$ cat src/design/assert_macros.svh
// Assertion macros shared by the deframer modules.
`ifndef ASSERT_MACROS_SVH
`define ASSERT_MACROS_SVH

// Checked on every rising edge while reset is released.
`define WSFD_ASSERT(label, prop, msg) \
    label: assert property (@(posedge aclk) disable iff (!aresetn) prop) \
        else $error(msg);

// Checked on every rising edge, reset included.
`define WSFD_ASSERT_ALWAYS(label, prop, msg) \
    label: assert property (@(posedge aclk) prop) else $error(msg);

`endif

$ cat src/design/wsfd_pkg.sv
// Shared types and constants for the WebSocket frame deframer.
`default_nettype none

package wsfd_pkg;

    // Event kinds reported on the result channel.
    localparam logic [1:0] KIND_PAYLOAD = 2'd0;
    localparam logic [1:0] KIND_EMPTY   = 2'd1;
    localparam logic [1:0] KIND_CLOSE   = 2'd2;
    localparam logic [1:0] KIND_ERROR   = 2'd3;

    // Frame opcodes.
    localparam logic [3:0] OPC_CONT  = 4'h0;
    localparam logic [3:0] OPC_TEXT  = 4'h1;
    localparam logic [3:0] OPC_BIN   = 4'h2;
    localparam logic [3:0] OPC_CLOSE = 4'h8;
    localparam logic [3:0] OPC_PING  = 4'h9;
    localparam logic [3:0] OPC_PONG  = 4'hA;

    // Length encoding and header sizes.
    localparam logic [6:0] LEN_MAGIC16 = 7'd126;
    localparam logic [6:0] LEN_MAGIC64 = 7'd127;
    localparam logic [3:0] EXT16_BYTES = 4'd2;
    localparam logic [3:0] EXT64_BYTES = 4'd8;
    localparam logic [3:0] MASK_BYTES  = 4'd4;

    // Status reported for an unknown opcode.
    localparam logic [15:0] ERR_CODE = 16'd1000;

    // One result item.
    typedef struct packed {
        logic [1:0]  kind;
        logic [7:0]  data_byte;
        logic        is_text;
        logic        last_of_message;
        logic [15:0] close_code;
    } event_t;

endpackage

`default_nettype wire

$ cat src/design/wsfd_parser.sv
// Frame header parser, payload unmasking and event generation.
`default_nettype none
`include "assert_macros.svh"

module wsfd_parser (
    input  wire                 aclk,
    input  wire                 aresetn,
    input  wire                 step,        // consume rx_byte this cycle
    input  wire  [7:0]          rx_byte,
    output logic                has_result,  // rx_byte produces an event
    output wsfd_pkg::event_t    ev
);

    typedef enum logic [4:0] {
        PH_OPCODE  = 5'b00001,
        PH_LEN     = 5'b00010,
        PH_EXT     = 5'b00100,
        PH_MASK    = 5'b01000,
        PH_PAYLOAD = 5'b10000
    } phase_t;

    phase_t      phase_reg, phase_next;
    logic        stopped_reg, stopped_next;
    logic [3:0]  opcode_reg, opcode_next;
    logic [63:0] remain_reg, remain_next;   // length, then bytes still to come
    logic [3:0]  count_reg, count_next;     // extended length or mask bytes left
    logic [31:0] mask_reg, mask_next;       // current key byte in the top byte
    logic        first_reg, first_next;     // at payload byte 0
    logic        second_reg, second_next;   // at payload byte 1
    logic [7:0]  close_hi_reg, close_hi_next;

    logic [3:0]  opc;
    logic [6:0]  len7;
    logic [7:0]  plain;
    logic        last;
    logic        is_msg;
    logic        is_text;
    logic        known_opc;

    assign opc     = rx_byte[3:0];
    assign len7    = rx_byte[6:0];
    assign plain   = rx_byte ^ mask_reg[31:24];
    assign last    = (remain_reg == 64'd1);
    assign is_msg  = (opcode_reg == wsfd_pkg::OPC_TEXT) || (opcode_reg == wsfd_pkg::OPC_BIN);
    assign is_text = (opcode_reg == wsfd_pkg::OPC_TEXT);
    assign known_opc = (opc == wsfd_pkg::OPC_CONT) || (opc == wsfd_pkg::OPC_TEXT) ||
                       (opc == wsfd_pkg::OPC_BIN)  || (opc == wsfd_pkg::OPC_CLOSE) ||
                       (opc == wsfd_pkg::OPC_PING) || (opc == wsfd_pkg::OPC_PONG);

    // Next state and event for the byte in hand.
    always_comb begin
        phase_next    = phase_reg;
        stopped_next  = stopped_reg;
        opcode_next   = opcode_reg;
        remain_next   = remain_reg;
        count_next    = count_reg;
        mask_next     = mask_reg;
        first_next    = first_reg;
        second_next   = second_reg;
        close_hi_next = close_hi_reg;
        has_result    = 1'b0;
        ev            = '0;
        if (!stopped_reg) begin
            case (phase_reg)
                PH_LEN: begin
                    if (len7 == wsfd_pkg::LEN_MAGIC16) begin
                        remain_next = '0;
                        count_next  = wsfd_pkg::EXT16_BYTES;
                        phase_next  = PH_EXT;
                    end else if (len7 == wsfd_pkg::LEN_MAGIC64) begin
                        remain_next = '0;
                        count_next  = wsfd_pkg::EXT64_BYTES;
                        phase_next  = PH_EXT;
                    end else begin
                        remain_next = {57'd0, len7};
                        count_next  = wsfd_pkg::MASK_BYTES;
                        phase_next  = PH_MASK;
                    end
                end
                PH_EXT: begin
                    // Big-endian extended length, one byte at a time.
                    remain_next = {remain_reg[55:0], rx_byte};
                    count_next  = count_reg - 4'd1;
                    if (count_reg == 4'd1) begin
                        count_next = wsfd_pkg::MASK_BYTES;
                        phase_next = PH_MASK;
                    end
                end
                PH_MASK: begin
                    mask_next  = {mask_reg[23:0], rx_byte};
                    count_next = count_reg - 4'd1;
                    if (count_reg == 4'd1) begin
                        first_next  = 1'b1;
                        second_next = 1'b0;
                        if (remain_reg != 64'd0) begin
                            phase_next = PH_PAYLOAD;
                        end else begin
                            // Empty frame: a message or close frame is reported right after the key.
                            phase_next = PH_OPCODE;
                            if (is_msg) begin
                                has_result         = 1'b1;
                                ev.kind            = wsfd_pkg::KIND_EMPTY;
                                ev.is_text         = is_text;
                                ev.last_of_message = 1'b1;
                            end else if (opcode_reg == wsfd_pkg::OPC_CLOSE) begin
                                has_result   = 1'b1;
                                stopped_next = 1'b1;
                                ev.kind      = wsfd_pkg::KIND_CLOSE;
                            end
                        end
                    end
                end
                PH_PAYLOAD: begin
                    // Rotate the key so the next byte's key byte is on top.
                    mask_next   = {mask_reg[23:0], mask_reg[31:24]};
                    remain_next = remain_reg - 64'd1;
                    first_next  = 1'b0;
                    second_next = first_reg;
                    if (last) begin
                        phase_next = PH_OPCODE;
                    end
                    if (is_msg) begin
                        has_result         = 1'b1;
                        ev.kind            = wsfd_pkg::KIND_PAYLOAD;
                        ev.data_byte       = plain;
                        ev.is_text         = is_text;
                        ev.last_of_message = last;
                    end else if (opcode_reg == wsfd_pkg::OPC_CLOSE) begin
                        if (first_reg) begin
                            close_hi_next = plain;
                            if (last) begin
                                has_result   = 1'b1;
                                stopped_next = 1'b1;
                                ev.kind      = wsfd_pkg::KIND_CLOSE;
                            end
                        end else if (second_reg) begin
                            has_result    = 1'b1;
                            stopped_next  = 1'b1;
                            ev.kind       = wsfd_pkg::KIND_CLOSE;
                            ev.close_code = {close_hi_reg, plain};
                        end
                    end
                end
                default: begin
                    // Opcode byte; FIN and reserved bits are ignored.
                    opcode_next = opc;
                    if (known_opc) begin
                        phase_next = PH_LEN;
                    end else begin
                        phase_next    = PH_OPCODE;
                        has_result    = 1'b1;
                        stopped_next  = 1'b1;
                        ev.kind       = wsfd_pkg::KIND_ERROR;
                        ev.close_code = wsfd_pkg::ERR_CODE;
                    end
                end
            endcase
        end
    end

    // Control state.
    always_ff @(posedge aclk) begin
        if (!aresetn) begin
            phase_reg   <= PH_OPCODE;
            stopped_reg <= 1'b0;
        end else if (step) begin
            phase_reg   <= phase_next;
            stopped_reg <= stopped_next;
        end
    end

    // Frame context; each field is written before it is used.
    always_ff @(posedge aclk) begin
        if (step) begin
            opcode_reg   <= opcode_next;
            remain_reg   <= remain_next;
            count_reg    <= count_next;
            mask_reg     <= mask_next;
            first_reg    <= first_next;
            second_reg   <= second_next;
            close_hi_reg <= close_hi_next;
        end
    end

    `WSFD_ASSERT(a_stop_sticks, stopped_reg |=> stopped_reg, "stop flag cleared without reset")
    `WSFD_ASSERT(a_last_ends_frame, step && has_result && ev.kind == wsfd_pkg::KIND_PAYLOAD && ev.last_of_message |=> phase_reg == PH_OPCODE, "last payload byte did not end the frame")

endmodule

`default_nettype wire

$ cat src/design/websocket_frame_deframer_top.sv
// Input register, parser, then result register, which drives m_*. Throughput:
// one byte per cycle, set by the single parse stage between the two registers;
// bytes with no result pass freely, others wait for a free result register.
// Reset (aresetn low at an edge) empties both registers and returns the parser
// to waiting for an opcode byte with the stop flag cleared.
`default_nettype none
`include "assert_macros.svh"

module websocket_frame_deframer_top (
    input  wire         aclk,
    input  wire         aresetn,
    input  wire         s_tvalid,
    output logic        s_tready,
    input  wire  [7:0]  s_tdata,    // [7:0] rx_byte
    output logic        m_tvalid,
    input  wire         m_tready,
    output logic [23:0] m_tdata,    // [7:0] data_byte, [23:8] close_code
    output logic [2:0]  m_tuser,    // [1:0] event_kind, [2] is_text
    output logic        m_tlast     // last_of_message
);

    logic             in_valid_reg;
    logic [7:0]       in_byte_reg;
    logic             out_valid_reg, out_valid_next;
    wsfd_pkg::event_t out_reg;

    logic             has_result;
    wsfd_pkg::event_t ev;
    logic             out_free;
    logic             fire;

    // The held byte is parsed when its result, if any, has room.
    assign out_free = !out_valid_reg || m_tready;
    assign fire     = in_valid_reg && (!has_result || out_free);
    assign s_tready = !in_valid_reg || fire;

    wsfd_parser u_parser (
        .aclk       (aclk),
        .aresetn    (aresetn),
        .step       (fire),
        .rx_byte    (in_byte_reg),
        .has_result (has_result),
        .ev         (ev)
    );

    // Input register.
    always_ff @(posedge aclk) begin
        if (!aresetn) begin
            in_valid_reg <= 1'b0;
        end else if (s_tready) begin
            in_valid_reg <= s_tvalid;
        end
    end

    always_ff @(posedge aclk) begin
        if (s_tvalid && s_tready) begin
            in_byte_reg <= s_tdata;
        end
    end

    // Result register.
    always_comb begin
        out_valid_next = out_valid_reg;
        if (fire && has_result) begin
            out_valid_next = 1'b1;
        end else if (m_tready) begin
            out_valid_next = 1'b0;
        end
    end

    always_ff @(posedge aclk) begin
        if (!aresetn) begin
            out_valid_reg <= 1'b0;
        end else begin
            out_valid_reg <= out_valid_next;
        end
    end

    always_ff @(posedge aclk) begin
        if (fire && has_result) begin
            out_reg <= ev;
        end
    end

    assign m_tvalid = out_valid_reg;
    assign m_tdata  = {out_reg.close_code, out_reg.data_byte};
    assign m_tuser  = {out_reg.is_text, out_reg.kind};
    assign m_tlast  = out_reg.last_of_message;

    `WSFD_ASSERT_ALWAYS(a_reset_empties, !aresetn |=> !m_tvalid && s_tready,
        "reset left a request pending")
    `WSFD_ASSERT(a_nothing_after_stop, m_tvalid && m_tready && m_tuser[1] |=> !m_tvalid,
        "result after close or error")
    `WSFD_ASSERT(a_error_code,
        m_tvalid && m_tuser[1:0] == wsfd_pkg::KIND_ERROR |->
        m_tdata[23:8] == wsfd_pkg::ERR_CODE && m_tdata[7:0] == 8'd0,
        "bad error result")

endmodule

`default_nettype wire
$ cat config.mk
export PLATFORM = sky130hd
export DESIGN_NAME = websocket_frame_deframer_top
export DESIGN_NICKNAME = d
export VERILOG_FILES = /design/src/design/wsfd_pkg.sv /design/src/design/wsfd_parser.sv /design/src/design/websocket_frame_deframer_top.sv
export VERILOG_INCLUDE_DIRS = /design/src /design/src/design
export SDC_FILE = /design/constraint.sdc
export NUM_CORES = 1
export LEC_CHECK = 0
export BUFFER_PORTS_ARGS = -buffer_cell sky130_fd_sc_hd__buf_2
export CORE_MARGIN = 2
export CORE_UTILIZATION = 55
export CTS_CLUSTER_SIZE = 30
export DETAILED_ROUTE_END_ITERATION = 6
export HOLD_SLACK_MARGIN = 0.08
export PLACE_DENSITY_LB_ADDON = 0.2
export SLEW_MARGIN = 20
export SYNTH_ARGS = -nofsm -noshare
export SYNTH_HDL_FRONTEND = slang
export SYNTH_SLANG_ARGS = --single-unit
export TNS_END_PERCENT = 5
$ cat constraint.sdc
create_clock -name aclk -period 5.7 [get_ports aclk]
set_input_delay 0.855 -clock aclk [delete_from_list [all_inputs] [get_ports aclk]]
set_output_delay 0.855 -clock aclk [all_outputs]
set_load 0.05 [all_outputs]
==> results of run 1 <==
==> metrics by stage <==
stage	power (mW)	hold WS, ns
after floorplan	1.36	0.400
after global placement	1.39	0.400
after detailed placement	1.39	0.405
after CTS	2.47	0.420
after global routing	2.52	0.424
final	2.46	0.418
==> report_power, final <==
part,total (mW),switching (mW),internal [mW]
Combinational,0.0784,0.0572,0.0212
Sequential,1.29,0.0118,1.27
Clock,1.09,0.451,0.641
==> worst max-delay path, delay by kind of cell, from the launching register on <==
family	cells	cell delay [ns]
flops	1	0.47
compound gates	1	0.32
simple gates	5	1.14
buf+inv	4	1.10
==> routing by layer <==
| metal | part of all wire | GRT usage |
|---|---|---|
| met5 | 0 | 0 |
| met4 | 0.012 | 0.0682 |
| met3 | 0.046 | 0.0487 |
| met2 | 0.47 | 0.333 |
| met1 | 0.47 | 0.309 |
==> final timing paths <==
check | from | end | slack [ns] | depth (start not counted)
worst max-delay path | u_parser.phase_reg[3]$_SDFFE_PN0P_ | s_tready | 1.39 | 10
worst max register to register | u_parser.phase_reg[3]$_SDFFE_PN0P_ | u_parser.remain_reg[53]$_DFFE_PP_ | 1.65 | 10
worst min register to register | u_parser.mask_reg[15]$_DFFE_PP_ | u_parser.mask_reg[23]$_DFFE_PP_ | 0.42 | 0
worst min-delay path | u_parser.mask_reg[15]$_DFFE_PP_ | u_parser.mask_reg[23]$_DFFE_PP_ | 0.42 | 0
==> cell usage in the layout (no fill, tap or decap), types with 3 or more instances in the layout <==
cell	n
mux2i_1	3
clkinvlp_4	4
inv_6	3
buf_4	4
or3_1	14
nor4_1	16
nor3b_1	3
nand3_1	10
nand3b_1	3
nor3_1	32
a21o_1	3
o21a_1	3
nand2_1	113
or4_1	5
ha_1	5
nor4_4	4
nand4_1	7
o22ai_1	5
or2_2	5
buf_2	41
xor2_1	22
and3_1	3
o21ai_0	62
nor2b_1	9
dfxtp_1	8
nand2b_1	5
o21ai_1	3
nor2_1	44
inv_1	13
and2_1	6
edfxtp_1	150
xnor2_1	49
clkbuf_16	17
a21oi_1	16
==> layout make-up <==
class,instances,share of cell area
timing repair buffer,45,0.0273
sequential,158,0.541
multi-input combinational,480,0.334
tap,180,0.0261
inverter,14,0.00609
clock buffer,17,0.0493
clock inverter,13,0.0165
==> cells by family (layout without fill, tap and decap cells) <==
family / count (synthesis) / count (layout) / synth area share
flops: 158 / 158 / 0.608
fa+ha+maj: 5 / 5 / 0.00815
xor+xnor: 71 / 71 / 0.0810
mux: 4 / 4 / 0.00587
compound gates: 105 / 105 / 0.0781
buf+inv: 38 / 89 / 0.0200
simple gates: 295 / 295 / 0.199
==> flow_summary.toml, run 1 <==
[finish]
largest_reg_flops = 64
num_antenna_cells = 0
seqCellArea_um2 = 4660
finalInstanceArea_um2 = 8630
instances_no_fill = 907
nets = 733
fin_util = 0.627
drive_gt1_frac = 0.138
syn_to_final_growth_pct = 12.4
fillers = 1144
multi_input_area_um2 = 2880

[synthesis]
yosys_warnings = 0
syn_area_um2 = 7680
yosysTopAreaCellShare = 0.587
synth_cells = 676
synth.most_common_cell = "edfxtp_1"
synthTopCellsByArea = "edfxtp_1 (59%), xnor2_1 (5.6%), nand2_1 (5.5%)"
synth_nets = 693
avgSynthCellArea_um2 = 11.4
synth_top_area_cell = "edfxtp_1"
ys_top_cells_by_count = "edfxtp_1 (150), nand2_1 (113), o21ai_0 (62)"
synth_seq_cells = 158
synth_top_flop_cell = "edfxtp_1"
synth-edff-count = 150
yosysSeqAreaShare = 0.608
synthDistinctLibCells = 55
synthArstFlopShare = 0

[timing]
setup_slack_ns = 1.39
worst_pin_slew_ns = 1.11
relSlewSlack = 0.255
hold_viol = 0
fin_skew_ns = 0.00894
rsz0062_at_grt = "false"
finalCritPeriodShare = 0.756
maxSlewViolCount = 0
setup_tns_ns = 0
setup_viol = 0
fmax_mhz = 232
fin_crit_ns = 4.31

[clock_network]
clock_latency_ns = 0.43
hold_buffers = 0
cts-root-buf = "clkbuf_16"
postCtsSetupBuffers = 0
cts_made_buffers = 17
cts_tree = "yes"
cts_max_level = 4
cts_resized = 0
clock-sinks = 158
clockBufferDepth = 2
path_clk_slew_ns = 0.06

[route]
viasPerCell = 5.76
wl_per_cell_um = 16.6
wl_mm = 15.0
antenna_left = 0
initialDrtViolationCount = 517
firstDrtPassIters = 5
vias = 5227
drc = 0

[floorplan]
rows = 43
start_util = 0.557
fp.dieW_um = 122
core_area_um2 = 13800
io_pins = 42
die_h_um = 122
die_area_um2 = 14900

[outcome]
outcome = "finished, final reports clean"

[grt]
overflow = 0
grt_pass1_wl_mm = 25.0
grt_pass1_vias = 5045
track_usage = 0.217
grt_antenna_before_repair = 0
grt_max_degree = 80

[pwr]
p_per_area_nw_per_um2 = 285
ir_worst_vdd_v = 0.000214
p_leak_nw = 3.01

[worst_setup_path]
worst_path_largest_cell_delay_ns = 0.60
crit_path_end_kind = "output pin"
cp_max_fo = 79
worstSetupPathType = "reg2out"
worstSetupStartpointType = "flip-flop"
cpMostUsedCell = "nor2_1"
crit_required_ns = 4.85
cp_slowest_cell = "buf_4"
cp.arrival_ns = 3.45
path_cells = "nor2_1 > and3_1 > inv_2 > buf_4 > nor2_1 > or3_1 > a31oi_4 > nor4_4 > inv_1 > buf_2"

[place]
dp.cells = 877
place_hpwl_mm = 10.2
placed_area_um2 = 8060
io_buffers = 41
gp_congestion = 0.873
place_ws_ns = 1.69

[hold_path]
hold_path_class = "reg2reg"

[job]
max-cap-violations = 0
(Power assumes the default switching activity.)
==> run 2: changes to the inputs <==
Settings changed: CORE_UTILIZATION 55 to 60.
Clock period 5.7 ns to 4.3 ns, I/O delays scaled along.
==> flow_summary.toml, run 2 (synthesis gave the netlist of run 1 again) <==
[outcome]
outcome = "finished, final reports clean"

[grt]
grt_pass1_wl_mm = 24.7
grt_pass1_vias = 5053
grt_antenna_before_repair = 0
overflow = 0
grt_max_degree = 77
track_usage = 0.235

[place]
place_ws_ns = 0.845
dp.cells = 872
placed_area_um2 = 8100
place_hpwl_mm = 9.98
gp_congestion = 0.866
io_buffers = 41

[pwr]
p_leak_nw = 3.01
totalPowerFinal_mw = 3.13
p_per_area_nw_per_um2 = 364
ir_worst_vdd_v = 0.000222

[timing]
fmax_mhz = 257
fin_crit_ns = 3.89
rsz0062_at_grt = "false"
setup_viol = 0
worst_pin_slew_ns = 0.992
fin_skew_ns = 0.0118
holdWs_ns = 0.394
finalCritPeriodShare = 0.906
hold_viol = 0
maxSlewViolCount = 0
setup_tns_ns = 0
setup_slack_ns = 0.406
relSlewSlack = 0.333

[floorplan]
die_area_um2 = 13700
fp.dieW_um = 117
rows = 41
io_pins = 42
core_area_um2 = 12600
die_h_um = 117
start_util = 0.611

[route]
initialDrtViolationCount = 397
wl_mm = 15.3
firstDrtPassIters = 5
viasPerCell = 5.79
drc = 0
vias = 5238
antenna_left = 0
wl_per_cell_um = 16.9

[worst_setup_path]
r2r-start = "u_parser.phase_reg[2]$_SDFFE_PN0P_"
crit_required_ns = 3.65
worstSetupPathType = "reg2out"
worst_path_largest_cell_delay_ns = 0.55
cp_max_fo = 6
crit_path_end_kind = "output pin"
cp_slowest_cell = "or4_4"
path_cells = "or4_4 > or4_4 > nor4_4 > and3_4 > a31oi_4 > nor4_4 > inv_1 > buf_2"
worstSetupStartpointType = "flip-flop"
cp.arrival_ns = 3.25
cp-startpoint = "u_parser.remain_reg[51]$_DFFE_PP_"

[clock_network]
cts_made_buffers = 17
postCtsSetupBuffers = 0
cts_tree = "yes"
clock-sinks = 158
clock_latency_ns = 0.43
hold_buffers = 0
cts_max_level = 4
clockBufferDepth = 2
path_clk_slew_ns = 0.06
cts-root-buf = "clkbuf_16"
cts_resized = 0

[finish]
mostFrequentLayoutCell = "edfxtp_1"
final_cell_mix = "edfxtp_1 (150), nand2_1 (113), o21ai_0 (62)"
drive_gt1_frac = 0.139
instances_no_fill = 904
finalInstanceArea_um2 = 8620
num_antenna_cells = 0
fin_util = 0.686
nets = 736
syn_to_final_growth_pct = 12.3
largest_reg_flops = 64

[hold_path]
hold_path_class = "in2reg"
min_from = "s_tdata[4]"

[job]
max-cap-violations = 0
run 2: metal layers:
metal	global-route usage	part of all wire	vias to the layer above
li1	-	-	2548
met1	0.346	0.47	2510
met2	0.354	0.46	163
met3	0.0396	0.050	17
met4	0.0910	0.016	0
met5	0	0	-
run 2: critical path, delay by kind of cell, from the launching register on:
family / cells / cell delay, ns
compound gates: 1 / 0.15
buf+inv: 2 / 0.30
flops: 1 / 0.46
simple gates: 5 / 1.91
run 2: path summary, 6_finish.rpt:
check                                       end  slack, ns  depth (start not counted)
min reg2reg     u_parser.mask_reg[27]$_DFFE_PP_       0.42                          0
max                                    s_tready       0.41                          8
max reg2reg  u_parser.close_hi_reg[3]$_DFFE_PP_       0.82                          7
min                    in_byte_reg[4]$_DFFE_PP_       0.39                          1
run 2: where the power goes:
group          internal, mW  switching [mW]  leakage, nW
combinational        0.0284          0.0748         1.19
clock                 0.732           0.594        0.241
sequential             1.69          0.0158         1.58
run 2: final cells by class:
type / count / area [um^2]
repair buffers: 48 / 270
multi-input cells: 480 / 2890
inverters: 14 / 52.6
fillers: 914 / 3950
clock inverters: 14 / 93.8
flip-flops and latches: 158 / 4660
well taps: 172 / 215
clock buffers: 18 / 429
==> run 3: changes to the inputs <==
Settings changed: CELL_PAD_IN_SITES_DETAIL_PLACEMENT from default to 2, CELL_PAD_IN_SITES_GLOBAL_PLACEMENT from default to 2, CORE_UTILIZATION 60 to 42.
==> flow_summary.toml, run 3 (synthesis gave the netlist of run 1 again) <==
[pwr]
p_leak_nw = 3.06
clock_power_share = 0.465
totalPowerFinal_mw = 3.40
ir_worst_vdd_v = 0.000328
seq_power_share = 0.502
p_per_area_nw_per_um2 = 387
p_sw_frac = 0.238
comb_power_share = 0.033
p_sw_uw = 809
p_int_mw = 2.59

[finish]
num_antenna_cells = 0
syn_to_final_growth_pct = 14.4
fin_util = 0.489
drive_gt1_frac = 0.150
mostFrequentLayoutCell = "edfxtp_1"
nets = 738
final_cell_mix = "edfxtp_1 (150), nand2_1 (113), o21ai_0 (62)"
instances_no_fill = 963
finalInstanceArea_um2 = 8780
fillers = 1817
largest_reg_flops = 64

[grt]
grt_pass1_wl_mm = 36.5
grt_pass1_vias = 6176
overflow = 0
grt_max_degree = 78
grt_antenna_before_repair = 0
track_usage = 0.245

[worst_setup_path]
ff2ff_path_depth = 8
crit_buf_inv = 2
r2r-start = "u_parser.phase_reg[2]$_SDFFE_PN0P_"
cp.arrival_ns = 3.44
crit_family = "simple AND/OR/NAND/NOR gates"
r2r_slack_ns = 0.26
path_cells = "or4_4 > or4_4 > nor4_4 > and3_4 > a31oi_4 > nor4_4 > inv_1 > buf_2"
crit_required_ns = 3.65
worstSetupStartpointType = "flip-flop"
cp_max_fo = 6
worstSetupPathType = "reg2out"
worst_path_largest_cell_delay_ns = 0.56
cp_slowest_cell = "or4_4"
crit_path_end_kind = "output pin"
r2r-end = "u_parser.remain_reg[58]$_DFFE_PP_"

[place]
dp.cells = 931
place_ws_ns = 0.198
gp_congestion = 0.793
io_buffers = 41
place_hpwl_mm = 15.3
placed_area_um2 = 8170

[clock_network]
clock-sinks = 158
postCtsSetupBuffers = 0
cts_made_buffers = 17
hold_buffers = 0
cts_resized = 0
cts_tree = "yes"
cts-root-buf = "clkbuf_16"
clock_latency_ns = 0.45
path_clk_slew_ns = 0.07
cts_max_level = 4
clockBufferDepth = 2

[timing]
fmax_mhz = 245
worst_pin_slew_ns = 0.960
holdWs_ns = 0.374
hold_viol = 0
fin_crit_ns = 4.08
setup_viol = 0
setup_tns_ns = 0
setup_slack_ns = 0.215
fin_skew_ns = 0.0129
maxSlewViolCount = 0
rsz0062_at_grt = "false"
relSlewSlack = 0.344
finalCritPeriodShare = 0.950

[floorplan]
core_area_um2 = 18000
rows = 49
io_pins = 42
die_area_um2 = 19400
fp.dieW_um = 139
start_util = 0.427
die_h_um = 139

[route]
vias = 5558
firstDrtPassIters = 4
viasPerCell = 5.77
initialDrtViolationCount = 390
drc = 0
wl_mm = 22.8
antenna_left = 0
wl_per_cell_um = 23.7

[hold_path]
min_from = "s_tdata[6]"
hold-path-endpoint = "in_byte_reg[6]$_DFFE_PP_"
hold_path_class = "in2reg"
holdPathStages = 1

[job]
max-cap-violations = 0

[outcome]
outcome = "finished, final reports clean"
==> run 3: cell count changes in the layout (fill, tap and decap cells not counted), sizes merged <==
| cell | before | now |
|---|---|---|
| bufinv | 0 | 2 |
| clkinv | 7 | 2 |
| inv | 16 | 22 |
| clkbuf | 18 | 17 |
| buf | 48 | 50 |
| clkinvlp | 5 | 3 |
==> run 3: final cells by class <==
| cell class | count | area [um^2] | area share |
|---|---|---|---|
| timing repair buffer | 50 | 277 | 0.0315 |
| inverter | 14 | 52.6 | 0.00598 |
| multi-input combinational | 480 | 2900 | 0.331 |
| sequential | 158 | 4660 | 0.531 |
| clock inverter | 15 | 173 | 0.0197 |
| tap | 229 | 287 | 0.0326 |
| clock buffer | 17 | 425 | 0.0484 |
==> run 3: power by group through the flow <==
stage / registers (mW) / clock network (mW) / logic, mW
floorplan: 1.76 / 0 / 0.0430
global placement: 1.74 / 0 / 0.104
detailed placement: 1.74 / 0 / 0.112
CTS: 1.71 / 1.60 / 0.113
global route: 1.71 / 1.65 / 0.120
finish: 1.71 / 1.58 / 0.113
==> run 3: worst max-delay path by stage <==
stage               cells after the start                               start                                 to  slack [ns]
floorplan                               6   u_parser.remain_reg[51]$_DFFE_PP_           m_tdata[0]$_SDFFCE_PP0P_        0.14
global placement                        8  u_parser.phase_reg[2]$_SDFFE_PN0P_  u_parser.remain_reg[58]$_DFFE_PP_        0.43
detailed placement                      8  u_parser.phase_reg[2]$_SDFFE_PN0P_  u_parser.remain_reg[57]$_DFFE_PP_        0.20
CTS                                     8  u_parser.phase_reg[2]$_SDFFE_PN0P_  u_parser.remain_reg[57]$_DFFE_PP_        0.10
global route                            8  u_parser.phase_reg[2]$_SDFFE_PN0P_  u_parser.remain_reg[58]$_DFFE_PP_        0.04
finish                                  8   u_parser.remain_reg[51]$_DFFE_PP_                           s_tready        0.22
==> run 3: layer usage <==
| metal | global-route usage | part of all wire | wire length, um | vias to the layer above |
|---|---|---|---|---|
| li1 | - | - | - | 2546 |
| met1 | 0.309 | 0.43 | 9730 | 2863 |
| met2 | 0.422 | 0.52 | 11700 | 115 |
| met3 | 0.0518 | 0.032 | 736 | 34 |
| met4 | 0.0813 | 0.025 | 575 | 0 |
| met5 | 0 | 0 | 0 | - |
